**config.mk**
```make
export PLATFORM = sky130hd
export DESIGN_NAME = tlkbh_front
export DESIGN_NICKNAME = d
export VERILOG_FILES = /design/src/hdl/tlkbh_pkg.sv /design/src/hdl/tlkbh_front.sv
export SDC_FILE = /design/constraint.sdc
export NUM_CORES = 1
export LEC_CHECK = 0
export ABC_AREA = 1
export BUFFER_PORTS_ARGS = -buffer_cell sky130_fd_sc_hd__clkbuf_2
export CORE_MARGIN = 1.5
export CORE_UTILIZATION = 45
export DETAILED_ROUTE_END_ITERATION = 8
export GPL_TIMING_DRIVEN = 0
export PLACE_DENSITY = 0.79
export SKIP_CTS_REPAIR_TIMING = 1
export SLEW_MARGIN = 20
export SYNTH_ARGS = -nofsm -noshare
export SYNTH_HDL_FRONTEND = slang
export SYNTH_SLANG_ARGS = --single-unit
```
**constraint.sdc**
```tcl
create_clock -name clk -period 1.4 [get_ports clk]
set_clock_uncertainty 0.05 [all_clocks]
set_input_delay 0.14 -clock clk [delete_from_list [all_inputs] [get_ports clk]]
set_output_delay 0.14 -clock clk [all_outputs]
set_load 0.01 [all_outputs]
```
**src/hdl/tlkbh_pkg.sv**
```systemverilog
// shared types, constants and hash functions for the three-lane keyed byte hash
`default_nettype none
package tlkbh_pkg;

    localparam logic [31:0] GOLDEN_C  = 32'h9e3779b9;
    localparam logic [31:0] KEY_C     = 32'h85ebca6b;
    localparam logic [31:0] FNV_INIT  = 32'h811c9dc5;
    localparam logic [31:0] FNV_PRIME = 32'h01000193;
    localparam logic [31:0] LANE1_C   = 32'h12345678;
    localparam logic [31:0] LANE2_C   = 32'h87654321;

    localparam logic [2:0] ADDR_SEED = 3'd0;

    typedef struct packed {
        logic       has_byte;
        logic       ends;
        logic [7:0] data;
    } item_t;

    typedef enum logic [1:0] {
        ST_IDLE,
        ST_RUN,
        ST_DONE
    } state_t;

    typedef enum logic [2:0] {
        PS_KEY,
        PS_CLR,
        PS_SCAT,
        PS_FNV1,
        PS_XFORM,
        PS_FNV2,
        PS_FOLD
    } pass_t;

    function automatic logic [31:0] xsh(input logic [31:0] v);
        logic [31:0] t;
        t = v ^ (v << 13);
        t = t ^ (t >> 17);
        t = t ^ (t << 5);
        return t;
    endfunction

    function automatic logic [31:0] kmix(input logic [31:0] v, input logic [31:0] k);
        logic [31:0] t;
        t = k + GOLDEN_C + (v << 6) + (v >> 2);
        return xsh(v ^ t);
    endfunction

    function automatic logic [31:0] fnv_step(input logic [31:0] h, input logic [7:0] d);
        logic [31:0] t;
        t = h ^ {24'd0, d};
        return t * FNV_PRIME;
    endfunction

endpackage
`default_nettype wire

```
**src/hdl/tlkbh_front.sv**
```systemverilog
// front end: accepts stream items, classifies them and queues them for the engine
`default_nettype none
module tlkbh_front
    import tlkbh_pkg::*;
(
    input  wire logic       clk,
    input  wire logic       rst_n,
    input  wire logic       s_tvalid,
    output logic            s_tready,
    input  wire logic [7:0] s_tdata,   // [7:0] data_byte
    input  wire logic       s_tlast,
    input  wire logic       s_tuser,   // [0] empty_message
    output logic            q_valid,
    output item_t           q_item,
    input  wire logic       q_pop
);

    item_t      entry_reg [2];
    logic       wp_reg, wp_next;
    logic       rp_reg, rp_next;
    logic [1:0] cnt_reg, cnt_next;
    logic       push;
    item_t      in_item;

    assign s_tready = (cnt_reg != 2'd2);
    assign push     = s_tvalid && s_tready;
    assign q_valid  = (cnt_reg != 2'd0);
    assign q_item   = entry_reg[rp_reg];

    always_comb
    begin
        in_item.has_byte = !s_tuser;
        in_item.ends     = s_tlast || s_tuser;
        in_item.data     = s_tdata;
    end

    always_comb
    begin
        wp_next  = push ? !wp_reg : wp_reg;
        rp_next  = q_pop ? !rp_reg : rp_reg;
        cnt_next = cnt_reg + {1'b0, push} - {1'b0, q_pop};
    end

    always_ff @(posedge clk or negedge rst_n)
    begin
        if (!rst_n)
        begin
            wp_reg  <= 1'b0;
            rp_reg  <= 1'b0;
            cnt_reg <= 2'd0;
        end
        else
        begin
            wp_reg  <= wp_next;
            rp_reg  <= rp_next;
            cnt_reg <= cnt_next;
        end
    end

    always_ff @(posedge clk)
    begin
        if (push)
        begin
            entry_reg[wp_reg] <= in_item;
        end
    end

endmodule
`default_nettype wire

```
# Word-level counts from Yosys, hierarchy flattened
# Memory sizes are Yosys's and may differ from the RTL's.
# Cells that the tools add are included.
dict set report totals {
  regBits 4
  ram_bits 20
  in_bits 14
  output_inout_bits 12
  elab_cells 15
  memories 1
}
dict set report classes {
  n_addsub 2
  n_eq_ne 1
  n_mux 2
  n_reduce_logical 6
}
# memory words word_bits rd rd_ports_with_merged_regs wr line_no
set memory_table {}
lappend memory_table {entry_reg 2 10 1 0 1 tlkbh_front.sv:18} ;# item_t entry_reg [2];
# operator n
set ops {}
lappend ops {{$logic_not A1 Y1} 3}
lappend ops {{$add A2 B1 Y2} 1}
lappend ops {{$mux W1} 2}
lappend ops {{$ne A2 B2 Y1 const B} 1}
lappend ops {{$reduce_bool A2 Y1} 1}
lappend ops {{$sub A2 B1 Y2} 1}
lappend ops {{$logic_and A1 B1 Y1} 1}
lappend ops {{$logic_or A1 B1 Y1} 1}

# Logic depth before layout (Yosys ltp)
dict set report logic_depth {
  ltp_word 4
  depth_mapped 12
  ltp_nobuf 12
}

# Worst setup path after synthesis
# No wires, ideal clock.
dict set report synth_timing {
  path_type {flip-flop to flip-flop}
  start {reg cnt_reg[1]}
  end {mem entry_reg[1][0] (netlist name) (enable)}
  setup_ns 0.378
  t_arrival_ns 1.068
  t_required_ns 0.972
  slack_ns -0.096
  path_stages_with_launch 4
  path_buffers 0
  period_less_slack_ns 1.496
  path_cell_list {dfrtp_1 nand2_2 nand2_2 nor2_1}
}
dict set report synth_via {
  elab_chain_len 4
}
# item line_no
set synth_lines {}
lappend synth_lines {{start: declaration} tlkbh_front.sv:21} ;# logic [1:0] cnt_reg, cnt_next;
lappend synth_lines {{start signal: assignment} tlkbh_front.sv:56} ;# cnt_reg <= cnt_next;
lappend synth_lines {{$ne A2 B2 Y1} tlkbh_front.sv:25} ;# assign s_tready = (cnt_reg != 2'd2);
lappend synth_lines {{named net s_tready} tlkbh_front.sv:9} ;# output logic s_tready,
lappend synth_lines {{$logic_and A1 B1 Y1} tlkbh_front.sv:26} ;# assign push = s_tvalid && s_tready;
lappend synth_lines {{$mux W1} tlkbh_front.sv:62} ;# if (push)
lappend synth_lines {{$mux W1 (implied by the code)} tlkbh_front.sv:64} ;# entry_reg[wp_reg] <= in_item;
lappend synth_lines {{end: declaration} tlkbh_front.sv:18}
# The timed path passes the listed nets, and every way through them passes these cells.

==> results.md <==
- Share of cells above drive strength 1: 50.0%
- Synth Area in Adders: 1.28%
- Multi-input logic area: 275 µm²
- Avg WL per Cell: 13.5 µm
- Worst Hold Class: in -> reg
- Pwr Density: 1820 nW/µm²
- Final period util: 108%
- Sw Share: 32.7%
- Vias in the first global route: 562
- Kind of critical path: reg -> out
- Worst R2R Setup Slack: 0 ns
- Leakage: 0.584 nW
- H-tree Lvls: 1
- Largest net degree at the start of global routing: 14
- DR DRC count: 0
- Crit path to: q_item[6]
- Initial Util: 48.9%
- Post-synth top cells: edfxtp_1, mux2_4, nand2_1
- Syn Nets: 75
- Die span in x: 49.7 µm
- Final cell count without fillers: 129
- Crit path launch: rp_reg
- Yosys reg bits: 24
- Drt total wl: 1750 µm
- Cell variety after synth: 15
- Most common cell in the netlist: edfxtp_1
- Comb pwr share: 42.5%
- Crit path arrival time: 1.32 ns
- Cts bufs inserted: 3
- Slew HR: 77.8%
- Fmax: 0.662 GHz
- Reg power frac: 45.0%
- DR vias: 593
- Synth top area share: 61.3%
- FF-to-FF path depth: 11
- Max Cap Viol: 0
- Setup TNS: -0.947 ns
- Crit-path max FO: 10
- Crit path time final: 1.51 ns
- Cell Rows: 16
- GPL Wtd Cong: 0.616
- Clk slew on worst S/H paths: 0.12 ns
- Switching power: 0.000787 W
- Largest family of logic cells by synthesized area: multiplexers
- Type of origin of the critical path: register
- Final Setup Violations: 11
- Clock power share: 12.5%
- VDD IR max: 1050 µV
- FF-to-FF Start: cnt_reg[0]
- Synth area leader: edfxtp_1
- Seq/Total Area, Yosys: 71.5%
- Max reg flops: 20
- First-pass GRT wire length: 2260 µm
- Worst slew pin tran: 0.332 ns
- Final hold vios: 0
- Placed Cells incl. Taps: 112
- Hold_ws: 0.0258 ns
- Syn. warnings: 0
- CTS tree: yes
- Drt initial violations: 34
- Worst-skew pair later-pin latency: 0.30 ns
- Total track usage: 12.6%
- Count of final max-slew check failures: 0
- Die area: 2470 µm²
- Syn-to-layout area delta: 35.0%
- Clock root buffer: clkbuf_4
- RSZ-0062 raised after global routing: yes
- Setup ws final: -0.110 ns
- Core Area: 2000 µm²
- Top FF cell, synth: edfxtp_1
- Fillcell total: 158
- N_diodes: 0
- Gr ovfl total: 0
- Tot Pwr: 0.00241 W
- ANT nets after route: 0
- First-pass DRT Iterations: 4
- Compound-Gate Fraction of Synth Area: 0.511%
- Simple-Gate Fraction of Synth Area: 7.41%
- Nets: 118
- Max clock buf depth: 2
- Critical Path RT: 1.21 ns
- Mux share of post-synthesis cell area: 14.9%
- Initial antenna violation count: 0
- Vias/cell: 4.60
- Post-synth ARST share: 16.7%
- Top cells by area, synth: edfxtp_1, mux2_4, dfrtp_1, nand2_1, inv_1
- Crit Reg-Reg Endpoint: cnt_reg[1]
- Die height: 49.7 µm
- Failing checks: setup timing
- CTS sink cnt: 24
- Post-synth EDFFs: 20
- Post-DP HPWL: 1110 µm
- Synth Area in XOR/XNOR: 0.894%
- Setup crit end kind: primary output
- Register Area: 701 µm²
- Input/output buffers: 25
- Post-Syn Instances: 60
- Outcome: finished, violations left
- Internal power: 0.00162 W
- Mean Syn Cell Area: 16.3 µm²
- Synth Cell Area: 980 µm²
- Pre-CTS setup slack: -0.0806 ns
- Ports: 26
per-layer routing:
| metal | vias to the layer above | part of all wire [%] | global-route usage, % |
|---|---|---|---|
| li1 | 293 | - | - |
| met1 | 277 | 38 | 12.6 |
| met2 | 21 | 57 | 23.8 |
| met3 | 2 | 4.6 | 3.64 |
| met4 | 0 | 0.34 | 5.56 |
| met5 | - | 0 | 0 |
cell usage in the layout (no fill, tap or decap):
master / netlist / layout
inv_2: 0 / 1
buf_8: 0 / 1
nand2_2: 2 / 1
nand2_1: 8 / 7
nand2_4: 0 / 2
buf_4: 0 / 3
mux2_2: 1 / 1
buf_6: 1 / 1
or2_2: 1 / 1
nor2_4: 0 / 2
nor2_1: 3 / 1
dlygate4sd3_1: 0 / 9
nand3_1: 1 / 1
clkbuf_1: 0 / 1
edfxtp_1: 20 / 20
mux2_4: 9 / 9
clkbuf_4: 0 / 3
ha_2: 0 / 1
xor2_1: 1 / 1
dfrtp_1: 4 / 4
clkbuf_2: 0 / 25
nand3b_1: 1 / 1
a21oi_1: 1 / 1
inv_1: 6 / 5
worst min-delay path by stage:
| stage | slack, ns | cells past startpoint | from | end |
|---|---|---|---|---|
| after CTS | -0.44 | 1 | rst_n | cnt_reg[0] |
| final | 0.03 | 2 | q_pop | rp_reg |
| after floorplan | -0.21 | 0 | rst_n | cnt_reg[0] |
| after global placement | -0.1 | 1 | rst_n | wp_reg |
| after global routing | 0.03 | 2 | q_pop | rp_reg |
| after detailed placement | -0.1 | 1 | rst_n | cnt_reg[0] |
logic make-up (layout without fill, tap and decap cells):
logic type                 count (synthesis)  count (layout)
AOI/OAI and AO/OA                          1               1
xor gates and xnor gates                   1               1
adders and majority gates                  1               1
buffers and inverters                      7              49
DFF                                       24              24
muxes                                     10              10
and+or+nand+nor                           16              16
per-stage QoR:
stage                     util, %  area, µm²
after global placement       57.1       1140
after CTS                    58.4       1170
after floorplan                 -        985
after detailed placement     57.1       1140
after global routing         66.1       1320
final                        66.1       1320
critical path: stages, from the launching register on:
cell	delay, ns
dfrtp_1	0.42
buf_8	0.16
mux2_4	0.30
clkbuf_2	0.13
area by class of cell:
cell class	count	share of cell area, %
inverter	6	1.70
tap	27	2.55
sequential	24	53.0
multi-input combinational	29	20.8
timing repair buffer	38	18.8
clock buffer	4	1.99
buffer	1	1.14
power by group through the flow:
stage                     registers [W]  clock network [W]  logic (W)
after floorplan                 0.00106                  0   0.000628
after global placement          0.00107                  0   0.000853
after detailed placement        0.00108                  0   0.000877
after CTS                       0.00107           0.000300   0.000876
after global routing            0.00110           0.000336    0.00111
final                           0.00108           0.000301    0.00102
Power figures use the tool's default switching activity.
